File: src/rtl/orc_pkg.sv
// ----------------------------------------------------------------------------
// orc_pkg: shared constants for the oriented rectangle corner block
// Angle units, CORDIC gain, the arctangent table and register codes.
// ----------------------------------------------------------------------------
package orc_pkg;

  // Angles are held in units of 2^-24 turn, with two spare bits for sign and range.
  localparam int ANG_W = 26;
  // Sine and cosine are signed Q4.30, with headroom for the CORDIC swing.
  localparam int TRIG_W = 34;
  localparam int CFG_W = 24;
  localparam int HEAD_W = 16;

  localparam logic signed [ANG_W-1:0] FULL_TURN    = 26'sd16777216;
  localparam logic signed [ANG_W-1:0] HALF_TURN    = 26'sd8388608;
  localparam logic signed [ANG_W-1:0] QUARTER_TURN = 26'sd4194304;
  localparam logic signed [ANG_W-1:0] ROUND_HALF   = 26'sd128;
  localparam logic signed [TRIG_W-1:0] GAIN_INV    = 34'sd652032874;
  localparam logic [HEAD_W-1:0] HEAD_VERTICAL      = 16'd16384;
  localparam logic [CFG_W-1:0] CFG_RESET           = 24'd65536;

  typedef enum logic {
    REG_HALF_LENGTH = 1'b0,
    REG_HALF_WIDTH  = 1'b1
  } cfg_reg_e;

  // Rounded arctangent of 2^-i in units of 2^-24 turn.
  function automatic logic [23:0] atan_entry(input int i);
    logic [23:0] v;
    case (i)
      0: v = 24'd2097152;   1: v = 24'd1238021;   2: v = 24'd654136;
      3: v = 24'd332050;    4: v = 24'd166669;    5: v = 24'd83416;
      6: v = 24'd41718;     7: v = 24'd20860;     8: v = 24'd10430;
      9: v = 24'd5215;      10: v = 24'd2608;     11: v = 24'd1304;
      12: v = 24'd652;      13: v = 24'd326;      14: v = 24'd163;
      15: v = 24'd81;       16: v = 24'd41;       17: v = 24'd20;
      18: v = 24'd10;       19: v = 24'd5;        20: v = 24'd3;
      21: v = 24'd1;        22: v = 24'd1;
      default: v = 24'd0;
    endcase
    return v;
  endfunction

endpackage

File: src/rtl/orc_rot_cell.sv
// ----------------------------------------------------------------------------
// orc_rot_cell: one rotation CORDIC cell
// Turns the unit vector by one table step, driving the residual angle to zero.
// ----------------------------------------------------------------------------
module orc_rot_cell
  import orc_pkg::*;
#(
  parameter int IDX = 0,
  parameter int SW  = 81
) (
  input  logic                     clk_i,
  input  logic                     rst_ni,
  input  logic                     en_i,
  input  logic                     valid_i,
  input  logic signed [TRIG_W-1:0] x_i,
  input  logic signed [TRIG_W-1:0] y_i,
  input  logic signed [ANG_W-1:0]  z_i,
  input  logic [SW-1:0]            side_i,
  output logic                     valid_o,
  output logic signed [TRIG_W-1:0] x_o,
  output logic signed [TRIG_W-1:0] y_o,
  output logic signed [ANG_W-1:0]  z_o,
  output logic [SW-1:0]            side_o
);

  logic signed [TRIG_W-1:0] xs, ys;
  logic signed [ANG_W-1:0]  ang;

  assign xs  = x_i >>> IDX;
  assign ys  = y_i >>> IDX;
  assign ang = $signed({2'b00, atan_entry(IDX)});

  always_ff @(posedge clk_i or negedge rst_ni) begin
    if (!rst_ni) begin
      valid_o <= 1'b0;
    end else if (en_i) begin
      valid_o <= valid_i;
    end
  end

  always_ff @(posedge clk_i) begin
    if (en_i) begin
      side_o <= side_i;
      if (!z_i[ANG_W-1]) begin
        x_o <= x_i - ys;
        y_o <= y_i + xs;
        z_o <= z_i - ang;
      end else begin
        x_o <= x_i + ys;
        y_o <= y_i - xs;
        z_o <= z_i + ang;
      end
    end
  end

endmodule

File: config.mk
export PLATFORM = sky130hd
export DESIGN_NAME = orc_rot_cell
export DESIGN_NICKNAME = d
export VERILOG_FILES = /design/src/rtl/orc_pkg.sv /design/src/rtl/orc_rot_cell.sv
export SDC_FILE = /design/constraint.sdc
export NUM_CORES = 1
export LEC_CHECK = 0
export ABC_AREA = 1
export BUFFER_PORTS_ARGS = -buffer_cell sky130_fd_sc_hd__buf_2
export CAP_MARGIN = 20
export CORE_MARGIN = 2
export CORE_UTILIZATION = 56
export CTS_BUF_LIST = sky130_fd_sc_hd__clkbuf_8
export DETAILED_ROUTE_END_ITERATION = 16
export PLACE_DENSITY = 0.91
export RECOVER_POWER = 50
export SETUP_SLACK_MARGIN = 0.15
export SYNTH_ARGS = -nofsm -noshare
export SYNTH_HDL_FRONTEND = slang
export SYNTH_SLANG_ARGS = --single-unit
export TNS_END_PERCENT = 1
File: constraint.sdc
create_clock -name clk_i -period 1.48 [get_ports clk_i]
set_clock_uncertainty 0.15 [all_clocks]
set_input_delay 0.296 -clock clk_i [delete_from_list [all_inputs] [get_ports clk_i]]
set_output_delay 0.296 -clock clk_i [all_outputs]
set_load 0.05 [all_outputs]
==> results.md, run 1 <==
- Status: aborted with a tool error
- Last stage reached: global routing
- Error: [ERROR GRT-0116] Global routing finished with congestion. Check the congestion regions in the DRC Viewer.
- Top FF cell, synth: edfxtp_1
- Htree depth: 4
- Synth area leader: edfxtp_1
- Boundary Pins: 355
- Die Height: 155 microns
- Post-synth top area share: 41.2%
- Top cells by count, synth: 405 x nand2_1, 207 x inv_1, 174 x edfxtp_1, 146 x nand3_1, 139 x nor2_1
- Largest net degree at the start of global routing: 50
- Syn Std Cell Area: 0.0127 sq mm
- Cells after Synth: between 1500 and 2000
- CTS max path bufs: 2
- Gpl congestion: 1.01
- First-pass GRT wire length: 137000 microns
- DP HPWL: roughly 42000 microns
- Ranking of synthesized cells by area: edfxtp_1 41%, nand2_1 12%, ha_1 10%, inv_1 6.1%, nand3_1 5.8%
- TritonCTS Buffers: 17
- Gr usage total: 77.8%
- YS warnings: 0
- IO Port Bufs: 354
- Yosys cell types: 47
- Async set-reset flop share out of synthesis: less than 1%
- Vias in the first global route: 21100
- Most frequent cell after synthesis: nand2_1
- CTS sink cnt: 175
- Flops & latches, synth: 175
- Global route overflow: 8
- Num rows: between 50 and 60
- Number of synthesized flops with an enable pin: 174
- Initial Util: between 50 and 60%
- Root Driver: clkbuf_8
- Syn nets: 1874
- Seq/Total Area, Yosys: 41.4%
- Die W: 155 microns
- Syn Area/Cell: approximately 8.0 sq um
-- per-layer routing --
| metal | global-route usage (%) | GRT overflow |
|---|---|---|
| met5 | 40.2 | 0 |
| met4 | 77.1 | 8 |
| met3 | 64.1 | 0 |
| met2 | 92.2 | 0 |
| met1 | 78.1 | 0 |
-- metrics by stage --
stage	setup TNS (ps)	worst slack, ps	instances	cell area (sq um)
after CTS	-29880	-330	2681	20500
after detailed placement	-60240	-1270	2505	17500
after global placement	-56910	-1300	2505	17500
after floorplan	-27880	-504	1589	13200
-- logic make-up after synthesis --
family / count (synthesis) / synth area share (%)
buf+inv: 255 / 8.46
flops: 175 / 41.4
simple gates: 757 / 25.6
mux: 2 / 0.168
xor+xnor: 28 / 1.93
fa+ha+maj: 106 / 10.7
compound gates: 266 / 11.8
-- repair_timing --
item                       4_1_cts
setup endpoints to repair      240
buffers inserted                36
pin swaps                       95
gates resized for setup        301
hold buffers                   108
hold endpoints to repair       108
==> run 2: changes to the inputs <==
CORE_UTILIZATION = 40   (was 56)
CTS_BUF_LIST = unset   (was sky130_fd_sc_hd__clkbuf_8)
PLACE_DENSITY = unset   (was 0.91)
PLACE_DENSITY_LB_ADDON = 0.15   (was unset)
SETUP_SLACK_MARGIN = unset   (was 0.15)
==> results.md, run 2 <==
- Status: complete, but fails checks
- Failing checks: setup timing
- Core Util, Final: between 60% and 70%
- Max_cap viols: 0
- First-pass GRT wire length: 76800 microns
- Post-detailed-route count of antenna-violating nets: 0
- Global route overflow: 0
- Top reg by flops: side_o
- Power density cells: 910 mW/mm^2
- Syn nets: 1874 (unchanged)
- Final hold vios: 0
- Syn Area/Cell: 7.98 sq um (unchanged)
- Ranking of synthesized cells by area: edfxtp_1 41%, nand2_1 12%, ha_1 10%, inv_1 6.1%, nand3_1 5.8%
- Final Net Count: 2677
- CTS tree: done
- IO Port Bufs: 354 (unchanged)
- CTS clock-pin slew for the worst setup and hold paths: 80 ps
- DP Area: 0.0179 sq mm (+2.0%)
- DR WL/cell: 18.7 microns
- Worst vdd ir: 0.000825 V
- Most frequent cell after synthesis: nand2_1
- Die Height: 182 microns (+18%)
- Vias in the first global route: 14100
- YS warnings: 0 (unchanged)
- Antenna violations before repair: 1
- Total negative slack: -26200 ps
- Startpoint Class: input pin
- Boundary Pins: 355 (unchanged)
- Die W: 182 microns (+18%)
- Async set-reset flop share out of synthesis: 0.571% (unchanged)
- Worst skew pair latency: 440 ps
- CORE AREA: 0.0314 sq mm
- CTS max path bufs: 2 (unchanged)
- Slowest cell on crit path: ha_4
- Total number of vias: 14300
- Routed vias/inst: 5.09
- Layout cells sized above 1: around 48%
- Drt pass-1 iters: 6
- Final setup fails: 170
- R2R cell count: 1
- CP Max Fanout: 5
- Largest register FFs: 81
- Root Driver: clkbuf_16
- Number of synthesized flops with an enable pin: 174 (unchanged)
- Worst slack at placement: -1120 ps (+154 ps)
- Post-synth top area share: 41.2% (unchanged)
- Remaining DRCs: 0
- Initial Util: 40.4% (-16 points)
- Most frequent cells in the layout: 370 x buf_4, 316 x nand2_1, 192 x buf_2
- Flops & latches, synth: 175 (unchanged)
- Req. time, crit path: 1520 ps
- Critical path arrival: 1960 ps
- Top cells by count, synth: 405 x nand2_1, 207 x inv_1, 174 x edfxtp_1, 146 x nand3_1, 139 x nor2_1
- Largest net degree at the start of global routing: 40
- CP Cell Sequence: buf_2 -> inv_1 -> ha_4 -> buf_6 -> inv_2 -> a21oi_4 -> nand2_2 -> a21oi_2 -> nor2_1 -> nor2_2 -> nand3_2 -> nand3_1 -> nand2_1
- Worst hold-check path type: input pin to asynchronous set/reset pin
- Tmin final: 1920 ps
- Design Area, Final: between 0.02 and 0.025 sq mm
- Hold_ws: 29.0 ps
- Worst Setup Path Type: input pin to flop
- DRT iter0 DRCs: 1037
- Synthesis-to-finish area growth: 71.9%
- TritonCTS Buffers: 17 (unchanged)
- Fmax: 521 MHz
- Synth area leader: edfxtp_1
- Syn Std Cell Area: 0.0127 sq mm (unchanged)
- Slew @ Worst Pin: 834 ps
- DIE AREA: 0.0332 sq mm
- CTS sink cnt: 175 (unchanged)
- Element type at the critical path end: flop
- Gr usage total: 30.1%
- Slew Limit Fails: 0
- Leakage: 10.2 nW
- Seq/Total Area, Yosys: 41.4% (unchanged)
- Top FF cell, synth: edfxtp_1
- Tcrit/Tclk final: 130%
- Top Registers: side_o x81, x_o x34, y_o x33
- DP HPWL: 38900 microns (-6.6%)
- Cells after Synth: 1589 (unchanged)
- Htree depth: 4 (unchanged)
- Gpl congestion: 0.955 (-5.0%)
- Post-Route WL: 52500 microns
- Post-route worst setup slack: -440 ps
- CP max stage delay: 290 ps
- Commonest non-fill, non-tap cell in the layout: buf_4
- Num rows: 65 (+18%)
- RSZ-0062 raised after global routing: true
- Slew margin rel.: 44.4%
- Yosys cell types: 47 (unchanged)
-- run 2: cell counts after synthesis --
Identical to the previous run, type by type.
-- run 2: worst max-delay path, delay by kind of cell --
family / cells / cell delay (ps)
simple gates: 6 / 670
buf+inv: 4 / 350
compound gates: 2 / 340
fa+ha+maj: 1 / 290
-- run 2: report_power, final --
| part | internal (mW) | total (mW) | switching (mW) |
|---|---|---|---|
| clock | 2.25 | 4.54 | 2.29 |
| sequential | 6.10 | 6.35 | 0.252 |
| combinational | 3.55 | 8.97 | 5.42 |
| total | 11.9 | 19.9 | 7.96 |
-- run 2: cell families after synthesis --
logic type / count (synthesis) / share of synthesized area (%)
compound gates: 266 / 11.8
xor+xnor: 28 / 1.93
fa+ha+maj: 106 / 10.7
buf+inv: 255 / 8.46
flops: 175 / 41.4
mux: 2 / 0.168
simple gates: 757 / 25.6
-- run 2: area by class of cell --
cell class	count	area (sq um)
clock buffer	17	425
sequential	175	5250
multi-input combinational	1159	8050
clock inverter	14	150
tap	402	503
inverter	212	816
fill	2445	9590
antenna	1	2.50
timing repair buffer	827	6610
-- run 2: worst paths after layout --
path,start,endpoint,slack (ps)
max in group asynchronous,rst_ni,valid_o,1040
min reg2reg,valid_o,valid_o,400
min,rst_ni,valid_o,30
min in group clk_i,z_i[22],z_o[22],70
max reg2reg,valid_o,valid_o,560
max,x_i[16],x_o[29],-440
-- run 2: through the flow --
stage | power [mW] | instances
floorplan | 10.8 | 1589
CTS | 19.4 | 2803
global route | 20.6 | 2807
global placement | 13.7 | 2644
detailed placement | 13.7 | 2644
finish | 19.9 | 2807
-- run 2: routing by layer --
layer	global-route usage (%)	vias to the layer above	part of all wire [%]
met4	10.2	0	3.6
met3	3.37	92	5.9
met5	0	-	0
li1	-	6862	-
met1	37.4	6757	40
met2	54.5	563	50
-- run 2: repair_timing --
item | CTS | global route
hold endpoints to repair | 104 | 0
resized for setup | 428 | 210
setup buffers | 24 | 3
hold buffers | 104 | 0
setup endpoints to repair | 191 | 198
pin swaps | 89 | 58
Power figures use the tool's default switching activity.
