--- src/rtl/orc_pkg.sv ---
// ----------------------------------------------------------------------------
// orc_pkg: shared constants for the oriented rectangle corner block
// Angle units, CORDIC gain, the arctangent table and register codes.
// ----------------------------------------------------------------------------
package orc_pkg;

  // Angles are held in units of 2^-24 turn, with two spare bits for sign and range.
  localparam int ANG_W = 26;
  // Sine and cosine are signed Q4.30, with headroom for the CORDIC swing.
  localparam int TRIG_W = 34;
  localparam int CFG_W = 24;
  localparam int HEAD_W = 16;

  localparam logic signed [ANG_W-1:0] FULL_TURN    = 26'sd16777216;
  localparam logic signed [ANG_W-1:0] HALF_TURN    = 26'sd8388608;
  localparam logic signed [ANG_W-1:0] QUARTER_TURN = 26'sd4194304;
  localparam logic signed [ANG_W-1:0] ROUND_HALF   = 26'sd128;
  localparam logic signed [TRIG_W-1:0] GAIN_INV    = 34'sd652032874;
  localparam logic [HEAD_W-1:0] HEAD_VERTICAL      = 16'd16384;
  localparam logic [CFG_W-1:0] CFG_RESET           = 24'd65536;

  typedef enum logic {
    REG_HALF_LENGTH = 1'b0,
    REG_HALF_WIDTH  = 1'b1
  } cfg_reg_e;

  // Rounded arctangent of 2^-i in units of 2^-24 turn.
  function automatic logic [23:0] atan_entry(input int i);
    logic [23:0] v;
    case (i)
      0: v = 24'd2097152;   1: v = 24'd1238021;   2: v = 24'd654136;
      3: v = 24'd332050;    4: v = 24'd166669;    5: v = 24'd83416;
      6: v = 24'd41718;     7: v = 24'd20860;     8: v = 24'd10430;
      9: v = 24'd5215;      10: v = 24'd2608;     11: v = 24'd1304;
      12: v = 24'd652;      13: v = 24'd326;      14: v = 24'd163;
      15: v = 24'd81;       16: v = 24'd41;       17: v = 24'd20;
      18: v = 24'd10;       19: v = 24'd5;        20: v = 24'd3;
      21: v = 24'd1;        22: v = 24'd1;
      default: v = 24'd0;
    endcase
    return v;
  endfunction

endpackage

--- src/rtl/orc_vec_cell.sv ---
// ----------------------------------------------------------------------------
// orc_vec_cell: one vectoring CORDIC cell
// Rotates the vector towards the x axis and accumulates the angle.
// ----------------------------------------------------------------------------
module orc_vec_cell
  import orc_pkg::*;
#(
  parameter int IDX = 0,
  parameter int VW  = 35,
  parameter int SW  = 65
) (
  input  logic                    clk_i,
  input  logic                    rst_ni,
  input  logic                    en_i,
  input  logic                    valid_i,
  input  logic signed [VW-1:0]    x_i,
  input  logic signed [VW-1:0]    y_i,
  input  logic signed [ANG_W-1:0] z_i,
  input  logic [SW-1:0]           side_i,
  output logic                    valid_o,
  output logic signed [VW-1:0]    x_o,
  output logic signed [VW-1:0]    y_o,
  output logic signed [ANG_W-1:0] z_o,
  output logic [SW-1:0]           side_o
);

  logic signed [VW-1:0]    xs, ys;
  logic signed [ANG_W-1:0] ang;

  assign xs  = x_i >>> IDX;
  assign ys  = y_i >>> IDX;
  assign ang = $signed({2'b00, atan_entry(IDX)});

  always_ff @(posedge clk_i or negedge rst_ni) begin
    if (!rst_ni) begin
      valid_o <= 1'b0;
    end else if (en_i) begin
      valid_o <= valid_i;
    end
  end

  always_ff @(posedge clk_i) begin
    if (en_i) begin
      side_o <= side_i;
      if (y_i[VW-1]) begin
        x_o <= x_i - ys;
        y_o <= y_i + xs;
        z_o <= z_i - ang;
      end else begin
        x_o <= x_i + ys;
        y_o <= y_i - xs;
        z_o <= z_i + ang;
      end
    end
  end

endmodule

--- config.mk ---
export PLATFORM = sky130hd
export DESIGN_NAME = orc_vec_cell
export DESIGN_NICKNAME = d
export VERILOG_FILES = /design/src/rtl/orc_pkg.sv /design/src/rtl/orc_vec_cell.sv
export SDC_FILE = /design/constraint.sdc
export NUM_CORES = 1
export LEC_CHECK = 0
export BUFFER_PORTS_ARGS = -buffer_cell sky130_fd_sc_hd__buf_2
export CAP_MARGIN = 25
export CORE_ASPECT_RATIO = 2
export CORE_MARGIN = 3
export CORE_UTILIZATION = 53
export CTS_CLUSTER_SIZE = 25
export DETAILED_ROUTE_END_ITERATION = 8
export GPL_ROUTABILITY_DRIVEN = 1
export PLACE_DENSITY_LB_ADDON = 0.05
export SLEW_MARGIN = 30
export SYNTH_ARGS = -nofsm -noshare
export SYNTH_HDL_FRONTEND = slang
export SYNTH_SLANG_ARGS = --single-unit
export TNS_END_PERCENT = 10
--- constraint.sdc ---
create_clock -name clk_i -period 0.8 [get_ports clk_i]
set_input_delay 0 -clock clk_i [delete_from_list [all_inputs] [get_ports clk_i]]
set_output_delay 0 -clock clk_i [all_outputs]
set_load 0.01 [all_outputs]
==> results of run 1 <==
-- per-layer routing --
layer / GRT overflow / GRT usage, %
met5: 0 / 12.2
met4: 94 / 82.1
met3: 3 / 59.3
met2: 145 / 96.0
met1: 1 / 75.0
-- per-stage QoR --
stage | cell area, µm² | hold WS (ps) | TNS, ps
global placement | 15500 | -225 | -110350
CTS | 18100 | -105 | -94960
detailed placement | 15500 | -223 | -115670
floorplan | 11200 | -296 | -76500
-- what timing repair did --
action / in CTS
hold endpoints to repair: 100
setup endpoints to repair: 231
pin swaps: 94
buffers inserted: 31
hold buffers: 92
gates resized for setup: 204
-- cells by family after synthesis --
logic type | synth area share, %
AO/OA/AOI/OAI | 20.0
XOR/XNOR | 5.63
adder cells (fa/ha/maj) | 12.8
buffers and inverters | 5.76
flip-flops | 44.3
multiplexers | 2.23
AND/OR/NAND/NOR | 9.24
==> impl_metrics.yaml, run 1 <==
placed_design:
  hpwl_mm: 34.3
  dp_slack_ps: -2150
  gp_congestion: 1.03
  port_buffers: 326
  dp.cells: 1958
outcome:
  flow.stopped_at: "global routing (5_1_grt)"
  status: "aborted with a tool error"
  firstError: "[ERROR GRT-0232] Routing congestion too high. Check the congestion heatmap in the GUI."
floorplanning:
  die_h_um: 209
  die_w_um: 107
  start_util_pct: 54.5
  pin_count: 327
  rows: 73
clock_tree:
  cts-root-buf: "clkbuf_16"
  clock_path_buffers: 2
  ctsHtreeMaxLevel: 4
  numCtsBuffers: 17
  cts.sinks: 161
global_routing:
  grt.total_usage_pct: 77.3
  grt_start_max_net_pins: 31
  grt-ovfl-total: 243
synthesis:
  synthTopCellsByArea: "edfxtp_1, ha_1, a21oi_1"
  ys_types: 72
  ys_ff_latch: 161
  synthTopCellsByCount: "edfxtp_1, a21oi_1, inv_1"
  syn_nets: 1343
  synth_top_area_share_pct: 44.1
  synth-edff-count: 160
  ys.flop_type: "edfxtp_1"
  synth_cells: 1069
  synthesis.area_mm2: 0.0109
  synth_area_per_cell_um2: 10.2
  post-synth-top-count-cell: "edfxtp_1"
  yosysSeqAreaShare_pct: 44.3
  synthArstFlopShare_pct: 0.621
  ys_warn_count: 0
  synth_top_area_cell: "edfxtp_1"
sta:
  worst-ep-kind: "register input"
  crit_endpoint: "x_o[27]$_DFFE_PP_/D"
==> run 2: changes to the inputs <==
- CORE_ASPECT_RATIO: 2 -> default
- CORE_UTILIZATION: 53 -> 40
- CTS_CLUSTER_SIZE: 25 -> default
- PLACE_DENSITY_LB_ADDON: 0.05 -> 0.15
==> run 2 against run 1 <==
Area after synthesis is the same. Synthesized cell count is the same. The flow now finishes, with violations (setup timing).
==> impl_metrics.yaml, run 2 <==
synthesis:
  synth_area_per_cell_um2: 10.2
  yosysSeqAreaShare_pct: 44.3
  post-synth-top-count-cell: "edfxtp_1"
  synth_top_area_cell: "edfxtp_1"
  synthArstFlopShare_pct: 0.621
  synth_top_area_share_pct: 44.1
  synth_cells: 1069
  ys.flop_type: "edfxtp_1"
  syn_nets: 1343
  ys_types: 72
  synthTopCellsByCount: "edfxtp_1, a21oi_1, inv_1"
  ys_warn_count: 0
  ys_ff_latch: 161
  synthTopCellsByArea: "edfxtp_1, ha_1, a21oi_1"
  synthesis.area_mm2: 0.0109
  synth-edff-count: 160
sta:
  fin_crit_sh_pct: 291
  slew_violations: 0
  clock_skew_ps: 0
  setup_ws_ps: -1520
  relSlewSlack_pct: 59.0
  setup_viol: 226
  tightest_slew_ps: 607
  rsz0062_at_grt: "yes"
  min_period_ps: 2320
  max_freq_mhz: 430
  hold_viol: 0
route:
  dr_total_vias: 11500
  wl_met3_mm: 2.32
  drc_errors: 0
  top_layer_used: "met4"
  ant_nets: 0
  wl_met1_mm: 17.7
  viasPerCell: 5.20
  drtIter0Drc: 874
  wl_per_cell_um: 19.4
  first_pass_iters: 7
  drt-total-wl_mm: 42.9
  met2RoutedLength_mm: 21.1
worst_setup_path:
  crit_path_max_fanout: 4
  cp-start-kind: "primary input"
  critPathRequiredTime_ps: 1040
  path_class: "primary input to register"
  critPathCaptureType: "register"
  crit_arrival_ps: 2570
floorplanning:
  die_h_um: 171
  rows: 59
  pin_count: 327
  die_area_mm2: 0.0293
  core_mm2: 0.0264
  start_util_pct: 41.2
  die_w_um: 171
global_routing:
  antenna_found_initial: 4
  grt_pass1_wl_mm: 63.8
  grt_start_max_net_pins: 32
  grt-ovfl-total: 0
  grt_pass1_vias: 11700
  grt.total_usage_pct: 28.0
clock_tree:
  numCtsBuffers: 17
  clkSlewWorstSetupHoldPaths_ps: 80
  cts.sinks: 161
  clock_path_buffers: 2
  cts-root-buf: "clkbuf_16"
  clock_latency_ps: 430
  ctsHtreeMaxLevel: 4
  cts_tree: "yes"
power_and_ir_drop:
  p_leak_nw: 8.57
  power.density_mw_per_mm2: 1660
  ir_drop_mv: 1.16
  power_w: 0.0309
outcome:
  status: "finished with violations"
  violations: "setup timing"
min_path:
  worstHoldPathType: "primary input to register"
layout:
  mostFrequentLayoutCell: "buf_4"
  area_delta_synth_final_pct: 70.9
  num-nets-final: 2131
  ff_latch_area_mm2: 0.00483
  fillers: 2050
  multi_input_area_mm2: 0.00647
  largest_reg_flops: 65
  top_register: "side_o"
  reg_top3: "side_o (65), x_o (35), y_o (34)"
  stdcell_count: 2209
  drive_above_1_share_pct: 49.6
  mostFrequentLayoutCells: "buf_4, buf_2, edfxtp_1, inv_1, dlygate4sd3_1"
placed_design:
  gp_congestion: 0.919
  hpwl_mm: 31.4
  dp_slack_ps: -2130
  dp.cells: 2051
  port_buffers: 326
flow_run:
  cap_violations: 0
-- run 2: through the flow --
stage,hold WS [ps],util (%),setup TNS (ps),instance area (µm²)
floorplan,-296,-,-76500,11200
global placement,-225,59.7,-112490,15800
detailed placement,-225,59.7,-112740,15800
CTS,23.9,68.3,-94570,18000
global route,30.6,70.5,-106470,18600
finish,39.5,70.5,-96910,18600
-- run 2: worst paths after layout --
kind | start | end | slack [ps] | cells past startpoint
max in group asynchronous | rst_ni | valid_o | 260 | 3
max | y_i[5] | x_o[29] | -1520 | 13
min | en_i | side_o[42] | 40 | 2
max reg2reg | valid_o | valid_o | 10 | 1
min reg2reg | valid_o | valid_o | 570 | 1
min in group asynchronous | rst_ni | valid_o | 430 | 3
-- run 2: cell families (layout without fill, tap and decap cells) --
| logic type | count (synthesis) | count (layout) | share of synthesized area [%] |
|---|---|---|---|
| compound gates | 333 | 333 | 20.0 |
| xor+xnor | 70 | 70 | 5.63 |
| fa+ha+maj | 109 | 109 | 12.8 |
| buf+inv | 159 | 960 | 5.76 |
| flops | 161 | 161 | 44.3 |
| mux | 24 | 24 | 2.23 |
| other cells | 0 | 4 | 0 |
| simple gates | 213 | 213 | 9.24 |
-- run 2: worst max-delay path, cell delays in order --
cell	delay [ps]
buf_8	100
buf_6	110
ha_4	150
nor2b_4	120
or4_4	420
o21a_1	240
a221oi_2	310
buf_4	190
a41oi_4	180
a31oi_4	250
nor2_1	60
a31oi_1	170
xor2_1	260
-- run 2: where the power goes --
part	total (W)	leakage (nW)	internal, W	switching (W)
logic	0.0116	6.71	0.00571	0.00593
registers	0.0109	1.58	0.0106	0.000344
clock network	0.00834	0.284	0.00420	0.00414
total	0.0309	8.57	0.0205	0.0104
-- run 2: final cells by class --
type | instances | area share (%)
tap | 335 | 2.25
multi-input combinational | 749 | 34.8
antenna | 4 | 0.0538
sequential | 161 | 25.9
clock buffer | 17 | 2.28
timing repair buffer | 814 | 31.4
inverter | 114 | 2.45
clock inverter | 15 | 0.860
-- run 2: per-layer routing --
layer,global-route usage (%),vias up
met4,11.1,0
met5,0,-
met3,3.65,108
met1,35.4,5471
met2,48.9,464
li1,-,5435
-- run 2: timing repair --
action	in CTS	in global routing
resized for setup	152	97
endpoints found under the setup margin	231	231
endpoints found under the hold margin	96	0
buffers inserted	14	16
hold buffers	94	0
pin swaps	63	59
gates cloned	1	1
Note: power is estimated with default switching activity, not from simulation.
==> run 3: changes to the inputs <==
- ABC_CLOCK_PERIOD_IN_PS: default -> 1950
- clock period: 0.8 -> 1.95 ns (I/O delays scaled with it)
==> run 3 against run 2 <==
Non-clock buffer count shrank 58. Cell count fell by 2.8%. First-iteration DRC count is 20% lower. Register-to-register slack better by 1200 ps. Sequential power fell by 59%. Clock power shrank 56%. Hold slack got worse by 16 ps. Routed wire length shrank 5.3%. Critical path depth fell by 1. Cell area is 4.6% lower. Global-route usage decreased by 1.3 points. Count of clock-buffer cells in the layout unchanged. The flow still finishes with violations (setup timing).
==> impl_metrics.yaml, run 3 (synthesis gave the netlist of run 2 again) <==
floorplanning:
  pin_count: 327
  die_area_mm2: 0.0293
  rows: 59
  die_w_um: 171
  start_util_pct: 41.2
  die_h_um: 171
  core_mm2: 0.0264
sta:
  clock_skew_ps: 0
  slew_violations: 0
  hold_viol: 0
  setup_ws_ps: -298
  rsz0062_at_grt: "yes"
  fin_crit_sh_pct: 115
  relSlewSlack_pct: 54.2
  tightest_slew_ps: 678
  tns_ps: -5490
  max_freq_mhz: 445
  setup_viol: 37
  whs_ps: 23.6
  min_period_ps: 2250
layout:
  drive_above_1_share_pct: 46.1
  reg_top3: "side_o (65), x_o (35), y_o (34)"
  num-nets-final: 2073
  mostFrequentLayoutCell: "buf_4"
  largest_reg_flops: 65
  final_util_pct: 67.2
  area_delta_synth_final_pct: 63.0
  mostFrequentLayoutCells: "buf_4, buf_2, edfxtp_1, inv_1, dlygate4sd3_1"
  top_register: "side_o"
  design_area_mm2: 0.0178
global_routing:
  grt-ovfl-total: 0
  grt_pass1_wl_mm: 61.0
  grt_pass1_vias: 11200
  grt.total_usage_pct: 26.7
  grtUsageMet2_pct: 46.7
  grt_use_met1_pct: 34.1
  grt-busiest-layer: "met2"
  grt_start_max_net_pins: 76
  antenna_found_initial: 1
  grtUsageMet3_pct: 4.09
worst_setup_path:
  path_buf_inv: 3
  crit_top_cell: "buf_6"
  crit_path_max_fanout: 3
  crit_arrival_ps: 2420
  critPathMaxStageDelay_ps: 530
  path_class: "primary input to register"
  cp_slowest_cell: "or4_4"
  worstPathCellList: "buf_6 -> buf_6 -> ha_4 -> or4_4 -> o21a_4 -> a221oi_2 -> buf_4 -> a41oi_4 -> a31oi_4 -> o31a_1 -> o21ai_2 -> xnor2_1"
  cp-start-kind: "primary input"
  critPathCaptureType: "register"
  crit_family: "compound AO/OA/AOI/OAI gates"
  rr_worst_depth: 1
  path_depth: 12
  critPathRequiredTime_ps: 2120
outcome:
  violations: "setup timing"
  status: "finished with violations"
route:
  drtIter0Drc: 699
  ant_nets: 0
  wl_per_cell_um: 18.9
  drt-total-wl_mm: 40.6
  first_pass_iters: 5
  viasPerCell: 5.22
  dr_total_vias: 11200
  drc_errors: 0
placed_design:
  hpwl_mm: 30.4
  placed_area_mm2: 0.0154
  gp_congestion: 0.939
  port_buffers: 326
min_path:
  min_delay_path_depth: 3
  worstHoldPathType: "primary input to register"
clock_tree:
  cts.sinks: 161
  numCtsBuffers: 17
  clock_path_buffers: 2
  ctsHtreeMaxLevel: 4
  clock_latency_ps: 420
  cts-root-buf: "clkbuf_16"
  clkSlewWorstSetupHoldPaths_ps: 80
  cts_tree: "yes"
power_and_ir_drop:
  power.density_mw_per_mm2: 707
  switchingPower_w: 0.00420
  power_w: 0.0126
  clockPowerShare_pct: 29.0
  intPower_w: 0.00836
  power_frac_seq_pct: 35.5
  ir_drop_mv: 0.554
  p_comb_share_pct: 35.5
  p_leak_nw: 8.23
  p_sw_share_pct: 33.4
flow_run:
  cap_violations: 0
run 3: path summary, 6_finish.rpt:
| path | startpoint | slack (ps) | to |
|---|---|---|---|
| setup / recovery | x_i[3] | -300 | x_o[31] |
| hold / removal | z_i[24] | 20 | z_o[24] |
| setup reg to reg | valid_o | 1210 | valid_o |
| hold reg to reg | valid_o | 520 | valid_o |
| max in group asynchronous | rst_ni | 1450 | valid_o |
| min in group asynchronous | rst_ni | 400 | valid_o |
run 3: power groups by stage:
stage / Combinational, W / Sequential (W) / Clock (W)
floorplan: 0.00163 / 0.00476 / 0
CTS: 0.00421 / 0.00445 / 0.00373
finish: 0.00445 / 0.00446 / 0.00364
global placement: 0.00388 / 0.00452 / 0
detailed placement: 0.00389 / 0.00453 / 0
global route: 0.00478 / 0.00450 / 0.00385
run 3: metal layers:
layer	vias to the layer above	share of wire, %
met3	66	5.8
li1	5339	-
met2	450	50
met1	5355	42
met5	-	0
met4	0	2.5
run 3: final cells by class:
type	instances	area, µm²
repair buffers	756	5210
inverters	114	442
multi-input cells	749	6230
clock buffers	17	425
clock inverters	15	208
fillers	2150	8670
flip-flops and latches	161	4830
well taps	335	419
diodes	1	2.50
run 3: tightest hold or removal path, stage by stage:
cell and delay (ps):
buf_2 80, ha_1 140, xnor2_1 120
run 3: timing repair:
item,CTS,global route
pin swaps,38,43
endpoints found under the hold margin,112,0
buffers inserted,9,3
setup endpoints to repair,50,52
hold buffers,94,0
gates resized for setup,70,100
run 3: metrics by stage:
step                      setup WS, ps  cells
after floorplan                   -355   1069
after global placement            -913   2011
after detailed placement          -967   2011
after CTS                         -329   2144
after global routing              -368   2148
final                             -298   2148
==> run 4: changes to the inputs <==
==> constraint.sdc (replaced) <==
create_clock -name clk_i -period 1.95 [get_ports clk_i]
set_input_delay 0.195 -clock clk_i [delete_from_list [all_inputs] [get_ports clk_i]]
set_output_delay 0.195 -clock clk_i [all_outputs]
set_load 0.01 [all_outputs]
==> run 4 against run 3 <==
The run still ends with setup timing left. Critical path type unchanged. Cell count up 0.42%. Global-route usage up 0.37 points. Largest cell class unchanged. Largest power group is now combinational logic. Critical endpoint unchanged. Cell area up 1.6%. First-iteration DRC count up 6.6%.
==> impl_metrics.yaml, run 4 (synthesis gave the netlist of run 2 again) <==
outcome:
  status: "finished with violations"
  violations: "setup timing"
sta:
  fin_crit_sh_pct: 123
  clock_skew_ps: 0
  max_freq_mhz: 419
  slew_violations: 0
  setup_ws_ps: -439
  relSlewSlack_pct: 59.1
  rsz0062_at_grt: "yes"
  min_period_ps: 2390
  setup_viol: 50
  tightest_slew_ps: 606
  hold_viol: 0
worst_setup_path:
  r2r_slack_ps: 1150
  crit_path_max_fanout: 5
  path_class: "primary input to register"
  crit_arrival_ps: 2560
  critPathCaptureType: "register"
  critPathLaunch: "x_i[6]"
  rr_worst_depth: 1
  cp_slowest_cell: "or4_4"
  worstPathCellList: "buf_8 -> inv_8 -> ha_4 -> nor2b_4 -> or4_4 -> o21a_4 -> a221oi_2 -> buf_4 -> a41oi_4 -> a31oi_4 -> o31a_1 -> o21ai_2 -> xnor2_1"
  rr_startpoint: "valid_o"
  rr_endpoint: "valid_o"
  cp-start-kind: "primary input"
  critPathRequiredTime_ps: 2120
  critPathMaxStageDelay_ps: 410
layout:
  reg_top3: "side_o (65), x_o (35), y_o (34)"
  mostFrequentLayoutCell: "buf_4"
  largest_reg_flops: 65
  area_delta_synth_final_pct: 65.6
  design_area_mm2: 0.0180
  stdcell_count: 2157
  fillers: 2068
  top_register: "side_o"
  mostFrequentLayoutCells: "buf_4, buf_2, edfxtp_1, inv_1, a21oi_1"
  num-nets-final: 2082
  drive_above_1_share_pct: 47.7
power_and_ir_drop:
  power_w: 0.0126
  power_frac_seq_pct: 35.3
  p_leak_nw: 8.31
  intPower_w: 0.00843
  clockPowerShare_pct: 28.8
  power.density_mw_per_mm2: 701
  ir_drop_mv: 0.555
  switchingPower_w: 0.00422
  p_sw_share_pct: 33.3
  p_comb_share_pct: 35.9
floorplanning:
  rows: 59
  start_util_pct: 41.2
  core_mm2: 0.0264
  die_w_um: 171
  die_h_um: 171
  pin_count: 327
  die_area_mm2: 0.0293
global_routing:
  grt_start_max_net_pins: 56
  grt-ovfl-total: 0
  grt_pass1_wl_mm: 61.7
  antenna_found_initial: 1
  grt.total_usage_pct: 27.1
  grt_pass1_vias: 11300
clock_tree:
  clock_path_buffers: 2
  numCtsBuffers: 17
  cts_tree: "yes"
  ctsHtreeMaxLevel: 4
  clkSlewWorstSetupHoldPaths_ps: 80
  clock_latency_ps: 420
  cts.sinks: 161
  cts-root-buf: "clkbuf_16"
flow_run:
  cap_violations: 0
placed_design:
  gp_congestion: 0.922
  port_buffers: 326
  hpwl_mm: 30.5
  placed_area_mm2: 0.0155
  dp.cells: 2022
route:
  wl_per_cell_um: 19.0
  viasPerCell: 5.20
  drt-total-wl_mm: 40.9
  ant_nets: 0
  dr_total_vias: 11200
  first_pass_iters: 5
  drc_errors: 0
  drtIter0Drc: 745
min_path:
  worstHoldPathType: "primary input to register"
  hp-start: "z_i[21]"
  min_delay_path_depth: 2
  hold_end: "z_o[21]"
## run 4: power by group through the flow
stage / sequential, W / combinational, W / clock, W
after floorplan: 0.00476 / 0.00164 / 0
after global placement: 0.00453 / 0.00390 / 0
after detailed placement: 0.00454 / 0.00391 / 0
after CTS: 0.00446 / 0.00434 / 0.00367
after global routing: 0.00450 / 0.00488 / 0.00386
final: 0.00447 / 0.00454 / 0.00364
## run 4: worst max path at each step
stage / end / slack [ps] / cells after the start
global placement: y_o[34] / -1160 / 15
finish: x_o[31] / -440 / 13
global route: x_o[31] / -520 / 14
CTS: x_o[31] / -440 / 14
floorplan: y_o[32] / -550 / 11
detailed placement: y_o[34] / -1130 / 15
## run 4: routing by layer
metal  wire (µm)  share of wire, %  track usage [%]
met1       16900                41             34.3
met2       20100                49             46.8
met3        2370               5.8             4.16
met4        1520               3.7             10.3
met5          13             0.032                0
## run 4: metrics by stage
stage	setup WS, ps	setup TNS (ps)	hold slack, ps	util (%)
2_1_floorplan	-545	-16300	-101	-
3_3_place_gp	-1160	-48100	-29.9	58.6
3_5_place_dp	-1130	-47950	-29.2	58.6
4_1_cts	-436	-12610	48.5	67.0
5_1_grt	-518	-15090	66.7	68.3
6_report	-439	-12010	69.7	68.3
## run 4: what timing repair did
action | in CTS | in global routing
setup endpoints to repair | 54 | 54
pin swaps | 59 | 49
endpoints found under the hold margin | 88 | 0
setup buffers | 13 | 4
gates resized for setup | 126 | 78
hold buffers | 88 | 0
## run 4: critical path: cells and delay by family
family / cells / cell delay, ps
AOI/OAI and AO/OA: 6 / 1180
xor gates and xnor gates: 1 / 140
adders and majority gates: 1 / 290
buffers and inverters: 3 / 300
and+or+nand+nor: 2 / 460
## run 4: cell type report
class / instances / area [µm²] / area share (%)
Timing Repair Buffer: 765 / 5340 / 29.6
Antenna cell: 1 / 2.50 / 0.0139
Sequential cell: 161 / 4830 / 26.8
Inverter: 114 / 447 / 2.48
Tap cell: 335 / 419 / 2.32
Multi-Input combinational cell: 749 / 6370 / 35.3
Clock inverter: 15 / 213 / 1.18
Clock buffer: 17 / 425 / 2.36
